==> config.mk <==
export PLATFORM = sky130hd
export DESIGN_NAME = interleaved_ps_adpcm_decoder_flat
export DESIGN_NICKNAME = d
export VERILOG_FILES = /design/src/hw/rtl/ipad_pkg.sv /design/src/hw/rtl/ipad_channels.sv /design/src/hw/rtl/interleaved_ps_adpcm_decoder.sv /design/src/flat_wrapper.sv
export SDC_FILE = /design/constraint.sdc
export NUM_CORES = 2
export LEC_CHECK = 0
export ABC_CLOCK_PERIOD_IN_PS = 10300
export BUFFER_PORTS_ARGS = -buffer_cell sky130_fd_sc_hd__buf_4
export CAP_MARGIN = 30
export CORE_MARGIN = 2
export CORE_UTILIZATION = 50
export CTS_BUF_LIST = sky130_fd_sc_hd__clkbuf_8 sky130_fd_sc_hd__clkbuf_16
export CTS_CLUSTER_DIAMETER = 100
export CTS_CLUSTER_SIZE = 12
export DETAILED_ROUTE_END_ITERATION = 10
export PLACE_DENSITY_LB_ADDON = 0.25
export SETUP_SLACK_MARGIN = 0.2
export SYNTH_ARGS = -nofsm -noshare
export SYNTH_HDL_FRONTEND = slang
export SYNTH_SLANG_ARGS = --single-unit
==> constraint.sdc <==
create_clock -name clk -period 10.3 [get_ports clk]
set_clock_uncertainty 0.15 [all_clocks]
set_input_delay 2.06 -clock clk [delete_from_list [all_inputs] [get_ports clk]]
set_output_delay 2.06 -clock clk [all_outputs]
set_load 0.02 [all_outputs]
==> src/hw/rtl/ipad_pkg.sv <==
// ----------------------------------------------------------------------------
// ipad_pkg
// Shared widths, constants and predictor tables for the interleaved
// PS-ADPCM frame decoder.
// ----------------------------------------------------------------------------
`default_nettype none

package ipad_pkg;

  // Frame layout
  localparam int SAMPLES       = 28;
  localparam int IDX_W         = 5;
  localparam int BYTES_HALF_W  = 56;
  localparam int SAMPLE_BITS_W = 2 * BYTES_HALF_W;

  // Configuration and channel widths
  localparam int CFG_W  = 4;
  localparam int CMP_W  = 5;
  localparam int CHAN_W = 3;

  // Predictor arithmetic
  localparam int HIST_W = 32;
  localparam int COEF_W = 8;
  localparam int PROD_W = HIST_W + COEF_W;
  localparam int ACC_W  = 44;
  localparam int PCM_W  = 16;
  localparam int SF_W   = 5;

  localparam logic [3:0] MAX_SHIFT      = 4'd12;
  localparam logic [3:0] FALLBACK_SHIFT = 4'd9;
  localparam logic [SF_W-1:0] SCALE_BASE = 5'd20;
  localparam logic [3:0] AUX_MASK       = 4'hF;
  localparam logic [3:0] FILT_MAX       = 4'd4;

  localparam logic signed [HIST_W-1:0] PCM_MAX = 32'sd32767;
  localparam logic signed [HIST_W-1:0] PCM_MIN = -32'sd32768;

  // Input actions
  typedef enum logic {
    ACT_DECODE  = 1'b0,
    ACT_RESTART = 1'b1
  } action_t;

  // Filter pair table
  localparam logic signed [COEF_W-1:0] COEF_POS [5] = '{
    8'sd0, 8'sd60, 8'sd115, 8'sd98, 8'sd122
  };
  localparam logic signed [COEF_W-1:0] COEF_NEG [5] = '{
    8'sd0, 8'sd0, -8'sd52, -8'sd55, -8'sd60
  };

endpackage

`default_nettype wire

==> src/hw/rtl/ipad_channels.sv <==
// ----------------------------------------------------------------------------
// ipad channels
// Valid/ready channel interfaces for frames in, samples out and the
// channel count register write.
// ----------------------------------------------------------------------------
`default_nettype none

interface ipad_in_if;
  logic                                 valid;
  logic                                 ready;
  logic                                 action;
  logic [7:0]                           header_byte;
  logic [7:0]                           flag_byte;
  logic [ipad_pkg::BYTES_HALF_W-1:0]    sample_bytes_low;
  logic [ipad_pkg::BYTES_HALF_W-1:0]    sample_bytes_high;

  modport source (output valid, action, header_byte, flag_byte,
                  sample_bytes_low, sample_bytes_high, input ready);
  modport sink   (input valid, action, header_byte, flag_byte,
                  sample_bytes_low, sample_bytes_high, output ready);
endinterface

interface ipad_out_if;
  logic                               valid;
  logic                               ready;
  logic [ipad_pkg::CHAN_W-1:0]        channel;
  logic [ipad_pkg::IDX_W-1:0]         sample_index;
  logic signed [ipad_pkg::PCM_W-1:0]  pcm_sample;
  logic                               last_of_frame;

  modport source (output valid, channel, sample_index, pcm_sample, last_of_frame,
                  input ready);
  modport sink   (input valid, channel, sample_index, pcm_sample, last_of_frame,
                  output ready);
endinterface

interface ipad_cfg_if;
  logic                          valid;
  logic                          ready;
  logic [ipad_pkg::CFG_W-1:0]    data;

  modport source (output valid, data, input ready);
  modport sink   (input valid, data, output ready);
endinterface

`default_nettype wire

==> src/hw/rtl/interleaved_ps_adpcm_decoder.sv <==
// ----------------------------------------------------------------------------
// interleaved_ps_adpcm_decoder
// Decodes 16-byte PS-ADPCM frames into 28 saturated 16-bit samples each,
// with per-channel predictor history for interleaved blocks.
// ----------------------------------------------------------------------------
// A decode frame is accepted while the block is idle and then runs 28 samples
// through a single predictor unit (two narrow coefficient multiplies and two
// adds), one sample per cycle while the sample output is being taken.
// Restart transactions and dropped auxiliary frames finish in the cycle they
// are accepted. The last sample sits in the output register while the next
// frame is already accepted. Channel history lives in flip-flops and is loaded
// at frame start and written back after the 28th sample. channel_count may be
// written at any time the block is idle.
`default_nettype none

module interleaved_ps_adpcm_decoder #(
  parameter int MAX_CHANNELS = 8
) (
  input  wire logic   clk,
  input  wire logic   rst_n,
  ipad_in_if.sink     in_chan,
  ipad_out_if.source  out_chan,
  ipad_cfg_if.sink    cfg_chan
);
  import ipad_pkg::*;

  localparam int CH_W = (MAX_CHANNELS > 1) ? $clog2(MAX_CHANNELS) : 1;
  localparam logic [CMP_W-1:0] MAX_C = CMP_W'(MAX_CHANNELS);
  localparam logic [IDX_W-1:0] LAST_IDX = IDX_W'(SAMPLES - 1);

  typedef enum logic {
    ST_IDLE,
    ST_RUN
  } state_t;

  state_t state_r;

  // Channel history and block tracking
  logic signed [HIST_W-1:0] hist_new_r [MAX_CHANNELS];
  logic signed [HIST_W-1:0] hist_old_r [MAX_CHANNELS];
  logic [CH_W-1:0]  pos_r;
  logic             await_r;
  logic [CFG_W-1:0] count_r;

  // Working registers for the frame in flight
  logic [CH_W-1:0]              ch_r;
  logic signed [COEF_W-1:0]     fp_r;
  logic signed [COEF_W-1:0]     fn_r;
  logic [SF_W-1:0]              sf_r;
  logic [SAMPLE_BITS_W-1:0]     nib_r;
  logic signed [HIST_W-1:0]     h1_r;
  logic signed [HIST_W-1:0]     h2_r;
  logic [IDX_W-1:0]             idx_r;

  // Output register
  logic                         out_valid_r;
  logic [CHAN_W-1:0]            out_ch_r;
  logic [IDX_W-1:0]             out_idx_r;
  logic signed [PCM_W-1:0]      out_pcm_r;
  logic                         out_last_r;

  // Effective channel count and channel for the offered frame
  logic [CMP_W-1:0] cnt_ext;
  logic [CMP_W-1:0] cnt_eff;
  logic [CMP_W-1:0] pos_ext;
  logic [CH_W-1:0]  ch_sel;

  assign cnt_ext = {1'b0, count_r};
  assign pos_ext = CMP_W'(pos_r);

  always_comb begin
    if (cnt_ext == '0) begin
      cnt_eff = CMP_W'(1);
    end else if (cnt_ext > MAX_C) begin
      cnt_eff = MAX_C;
    end else begin
      cnt_eff = cnt_ext;
    end
    ch_sel = (pos_ext >= cnt_eff) ? '0 : pos_r;
  end

  // Decode header into filter pair and scale
  logic [3:0]      filt;
  logic [3:0]      shft;
  logic [2:0]      filt_idx;
  logic [SF_W-1:0] sf_sel;

  always_comb begin
    filt     = in_chan.header_byte[7:4];
    shft     = in_chan.header_byte[3:0];
    filt_idx = (filt > FILT_MAX) ? 3'd0 : filt[2:0];
    sf_sel   = SCALE_BASE - SF_W'((shft > MAX_SHIFT) ? FALLBACK_SHIFT : shft);
  end

  // Shared predictor unit: one sample per use
  logic signed [PROD_W-1:0] prod1;
  logic signed [PROD_W-1:0] prod2;
  logic signed [ACC_W-1:0]  scaled;
  logic signed [ACC_W-1:0]  acc;
  logic signed [HIST_W-1:0] hist;
  logic signed [PCM_W-1:0]  pcm;

  always_comb begin
    prod1  = h1_r * fp_r;
    prod2  = h2_r * fn_r;
    scaled = $signed({{(ACC_W-4){nib_r[3]}}, nib_r[3:0]}) <<< sf_r;
    acc    = ((ACC_W'(prod1) + ACC_W'(prod2)) <<< 2) + scaled;
    hist   = acc[HIST_W+7:8];
    if (hist > PCM_MAX) begin
      pcm = PCM_MAX[PCM_W-1:0];
    end else if (hist < PCM_MIN) begin
      pcm = PCM_MIN[PCM_W-1:0];
    end else begin
      pcm = hist[PCM_W-1:0];
    end
  end

  logic in_acc;
  logic step;
  logic [CMP_W-1:0] ch_next;

  assign in_chan.ready  = (state_r == ST_IDLE);
  assign in_acc         = in_chan.valid && in_chan.ready;
  assign step           = (state_r == ST_RUN) && (!out_valid_r || out_chan.ready);
  assign ch_next        = CMP_W'(ch_r) + CMP_W'(1);
  assign cfg_chan.ready = 1'b1;

  assign out_chan.valid         = out_valid_r;
  assign out_chan.channel       = out_ch_r;
  assign out_chan.sample_index  = out_idx_r;
  assign out_chan.pcm_sample    = out_pcm_r;
  assign out_chan.last_of_frame = out_last_r;

  // Sequencer, history and output register
  always_ff @(posedge clk) begin
    if (!rst_n) begin
      state_r     <= ST_IDLE;
      pos_r       <= '0;
      await_r     <= 1'b0;
      count_r     <= CFG_W'(1);
      out_valid_r <= 1'b0;
      for (int i = 0; i < MAX_CHANNELS; i++) begin
        hist_new_r[i] <= '0;
        hist_old_r[i] <= '0;
      end
    end else begin
      // Register write
      if (cfg_chan.valid && cfg_chan.ready) begin
        count_r <= cfg_chan.data;
      end

      // Drop the held sample once taken
      if (out_valid_r && out_chan.ready && !step) begin
        out_valid_r <= 1'b0;
      end

      case (state_r)
        ST_IDLE: begin
          if (in_acc) begin
            if (action_t'(in_chan.action) == ACT_RESTART) begin
              pos_r   <= '0;
              await_r <= 1'b0;
              for (int i = 0; i < MAX_CHANNELS; i++) begin
                hist_new_r[i] <= '0;
                hist_old_r[i] <= '0;
              end
            end else if (!(await_r && ((in_chan.flag_byte[3:0] & AUX_MASK) != '0))) begin
              await_r <= 1'b0;
              ch_r    <= ch_sel;
              fp_r    <= COEF_POS[filt_idx];
              fn_r    <= COEF_NEG[filt_idx];
              sf_r    <= sf_sel;
              nib_r   <= {in_chan.sample_bytes_high, in_chan.sample_bytes_low};
              h1_r    <= hist_new_r[ch_sel];
              h2_r    <= hist_old_r[ch_sel];
              idx_r   <= '0;
              state_r <= ST_RUN;
            end
          end
        end
        ST_RUN: begin
          if (step) begin
            out_valid_r <= 1'b1;
            out_ch_r    <= CHAN_W'(ch_r);
            out_idx_r   <= idx_r;
            out_pcm_r   <= pcm;
            out_last_r  <= (idx_r == LAST_IDX);
            h2_r        <= h1_r;
            h1_r        <= hist;
            nib_r       <= nib_r >> 4;
            idx_r       <= idx_r + IDX_W'(1);
            // Write back history and advance block position
            if (idx_r == LAST_IDX) begin
              hist_new_r[ch_r] <= hist;
              hist_old_r[ch_r] <= h1_r;
              if (ch_next >= cnt_eff) begin
                pos_r   <= '0;
                await_r <= 1'b1;
              end else begin
                pos_r <= ch_next[CH_W-1:0];
              end
              state_r <= ST_IDLE;
            end
          end
        end
        default: begin
          state_r <= ST_IDLE;
        end
      endcase
    end
  end

endmodule

`default_nettype wire

==> src/flat_wrapper.sv <==
// flat-port wrapper written by rule: the top's interface ports become plain ports
module interleaved_ps_adpcm_decoder_flat import ipad_pkg::*;
#(
  parameter int MAX_CHANNELS = 8
)
  (clk, rst_n, in_chan_valid, in_chan_action, in_chan_header_byte, in_chan_flag_byte, in_chan_sample_bytes_low, in_chan_sample_bytes_high, in_chan_ready, out_chan_valid, out_chan_channel, out_chan_sample_index, out_chan_pcm_sample, out_chan_last_of_frame, out_chan_ready, cfg_chan_valid, cfg_chan_data, cfg_chan_ready);
  ipad_in_if in_chan_i ();
  ipad_out_if out_chan_i ();
  ipad_cfg_if cfg_chan_i ();
  input  wire logic clk;
  input  wire logic rst_n;
  input wire logic [$bits(in_chan_i.valid)-1:0] in_chan_valid;
  input wire logic [$bits(in_chan_i.action)-1:0] in_chan_action;
  input wire logic [$bits(in_chan_i.header_byte)-1:0] in_chan_header_byte;
  input wire logic [$bits(in_chan_i.flag_byte)-1:0] in_chan_flag_byte;
  input wire logic [$bits(in_chan_i.sample_bytes_low)-1:0] in_chan_sample_bytes_low;
  input wire logic [$bits(in_chan_i.sample_bytes_high)-1:0] in_chan_sample_bytes_high;
  output wire logic [$bits(in_chan_i.ready)-1:0] in_chan_ready;
  output wire logic [$bits(out_chan_i.valid)-1:0] out_chan_valid;
  output wire logic [$bits(out_chan_i.channel)-1:0] out_chan_channel;
  output wire logic [$bits(out_chan_i.sample_index)-1:0] out_chan_sample_index;
  output wire logic [$bits(out_chan_i.pcm_sample)-1:0] out_chan_pcm_sample;
  output wire logic [$bits(out_chan_i.last_of_frame)-1:0] out_chan_last_of_frame;
  input wire logic [$bits(out_chan_i.ready)-1:0] out_chan_ready;
  input wire logic [$bits(cfg_chan_i.valid)-1:0] cfg_chan_valid;
  input wire logic [$bits(cfg_chan_i.data)-1:0] cfg_chan_data;
  output wire logic [$bits(cfg_chan_i.ready)-1:0] cfg_chan_ready;
  assign in_chan_i.valid = in_chan_valid;
  assign in_chan_i.action = in_chan_action;
  assign in_chan_i.header_byte = in_chan_header_byte;
  assign in_chan_i.flag_byte = in_chan_flag_byte;
  assign in_chan_i.sample_bytes_low = in_chan_sample_bytes_low;
  assign in_chan_i.sample_bytes_high = in_chan_sample_bytes_high;
  assign in_chan_ready = in_chan_i.ready;
  assign out_chan_valid = out_chan_i.valid;
  assign out_chan_channel = out_chan_i.channel;
  assign out_chan_sample_index = out_chan_i.sample_index;
  assign out_chan_pcm_sample = out_chan_i.pcm_sample;
  assign out_chan_last_of_frame = out_chan_i.last_of_frame;
  assign out_chan_i.ready = out_chan_ready;
  assign cfg_chan_i.valid = cfg_chan_valid;
  assign cfg_chan_i.data = cfg_chan_data;
  assign cfg_chan_ready = cfg_chan_i.ready;
  interleaved_ps_adpcm_decoder #(.MAX_CHANNELS(MAX_CHANNELS)) u_core (.clk(clk), .rst_n(rst_n), .in_chan(in_chan_i), .out_chan(out_chan_i), .cfg_chan(cfg_chan_i));
endmodule
==> metrics <==
DRC viols=0; Main synth FF type=edfxtp_1; Crit path max-delay family=adder cells; share of layout cells above drive strength 1=0.143; CTS Root Cell=clkbuf_16; crit share post-route=0.980; kind of critical path=register to register; Seq cells post-synth=745; Cell variety after synth=between 70 and 80; row count=114; post-detailed-routing wire length=133000 um; initial antenna violation count=2; Die ar.=101000 um2; Final min period=10090 ps; clk_lat worst skew=between 600 and 700 ps; Pins Over Slew Limit=0; Util after Layout=0.563; RSZ-0062 raised after global routing=yes; core area=97000 um2; Fin. Hold Viols=0; largest net degree at the start of global routing=~130; WP buf/inv=7; DRT Pass-1 Iters=7; IO Pins=166; FILL cells=8170; CP max stage delay=between 500 and 600 ps; Via density=5.77; vias in the first global route=around 35000; crit end category=register; Mapped Nets=5210; grt total ovfl=0; Slew HR=0.278; initial drt markers=3606; worst path required time=10620 ps; CTS tree=done; Avg Inst Size Synth=10.9 um2; top cells by area, synth=edfxtp_1, fa_1, ha_1; hpwl dp=between 80000 and 90000 um; worst hold path type=register to register; Yosys warnings=0; clk sinks=745; # Max-Cap Violations=0; worst-path maximum fanout=15; Syn Std Cell Area=49100 um2; Seq/Total Area, Yosys=0.453; slew at the pin closest to its max-slew limit=1080 ps; H-tree levels=3; Area Growth Syn to Fin=11.2%; register area=about 22000 um2; setup slack, reg-to-reg=a little over 200 ps; synth cell count leaders=edfxtp_1, inv_1, nor2_1; routed length per instance=22.4 um; Max Root-Sink Buffers=3; CTS clock-pin slew for the worst setup and hold paths=60 ps; port bufs=160; Initial Util=0.506; Worst Setup Start Kind=register; slowest stage cell on the critical path=fa_1; Tot GR Track Use=0.263; Die Ht=317 um; post-synth top area share=0.449; most frequent cell after synthesis=edfxtp_1; Async SR Flop Fraction=0; footprint of the multi-input gates=24000 um2; first-pass GRT wire length=204000 um; hold_buf cts=0; EDFF count, synth=735; CTS buffer count=73; routability congestion estimate=0.921; die width=317 um; Yosys top cell by area=edfxtp_1; Arrival @ worst endpoint=~10000 ps; total number of vias=roughly 34000; Max Freq=approximately 99 MHz; Post-Syn Instances=4523; Nets=about 5300; number of routed nets with antenna violations=0; status=finished clean; final setup vio count=0; Most Frequent Cell on Critical Path=fa_1
[what timing repair did]
action | CTS | global route
hold endpoints to repair | 0 | 0
resized for setup | 10 | 25
setup endpoints to repair | 15 | 15
gates cloned | 0 | 1
buffers inserted | 2 | 8
pin swaps | 1 | 2
[layer usage]
metal  vias up  wire length, um  global-route usage
met4         0             3660              0.0847
met5         -                0                   0
met2      1444            62800               0.432
met3       234            11500              0.0437
met1     17000            54900               0.358
li1      15600                -                   -
[metrics by stage]
step / instance area, um2 / TNS (ps) / instances / hold slack (ps) / setup WS, ps
after floorplan: 49100 / 0 / 4523 / 274 / 514
after global placement: 52100 / 0 / 5804 / 333 / 198
after detailed placement: 52200 / 0 / 5810 / 334 / 156
after CTS: 54300 / 0 / 5910 / 348 / 198
after global routing: 54600 / -325 / 5926 / 381 / -52.7
final: 54600 / 0 / 5927 / 339 / 207
[worst min-delay path, delay by kind of cell, from the launching register on]
family / cells / cell delay, ps
multiplexers: 1 / 70
AND/OR/NAND/NOR: 1 / 50
flip-flops: 1 / 340
[worst paths after layout]
path	from	end	depth (start not counted)
setup / recovery	u_core.fp_r[1]	u_core.out_chan.pcm_sample[10]	36
hold / removal	u_core.count_r[0]	u_core.count_r[0]	2
setup reg to reg	u_core.fp_r[1]	u_core.out_chan.pcm_sample[10]	36
hold reg to reg	u_core.count_r[0]	u_core.count_r[0]	2
[cell families (layout without fill, tap and decap cells)]
logic type | count (synthesis) | after routing | share of synthesized area
compound gates | 581 | 581 | 0.0753
xor+xnor | 83 | 83 | 0.0148
fa+ha+maj | 549 | 549 | 0.189
buf+inv | 831 | 958 | 0.0642
flops | 745 | 745 | 0.453
mux | 234 | 234 | 0.0520
other cells | 1 | 2 | 0.0000763
simple gates | 1499 | 1499 | 0.152
[cell usage in the layout, fill, tap and decap left out, drive strengths merged, types with 75 or more instances in the layout]
master  Yosys  final
edfxtp    735    735
inv       528    548
nor2      362    362
nand2     358    358
and2      329    329
buf        27    328
fa        319    319
and3      234    234
ha        230    230
a21oi     177    177
mux2      167    167
o21ai     144    144
nand3     122    122
clkbuf    273     75
[area by class of cell]
cell class | instances | share of cell area
inverters | 531 | 0.0366
flip-flops and latches | 745 | 0.408
clock buffers | 74 | 0.0339
well taps | 1276 | 0.0292
repair buffers | 329 | 0.0505
multi-input cells | 2947 | 0.439
clock inverters | 24 | 0.00286
diodes | 1 | 0.0000458
[flip-flops by register name, indices dropped and copies added (netlist names), 5 cells and up]
signal	flops
u_core.fp_r	6
u_core.h1_r	32
u_core.h2_r	32
u_core.hist_new_r	256
u_core.hist_old_r	256
u_core.idx_r	5
u_core.nib_r	112
u_core.out_chan.pcm_sample	16
u_core.out_chan.sample_index	5
u_core.sf_r	5
Power is not shown: default switching activity piles up to over one toggle a cycle in this logic, so the estimate is an artifact.
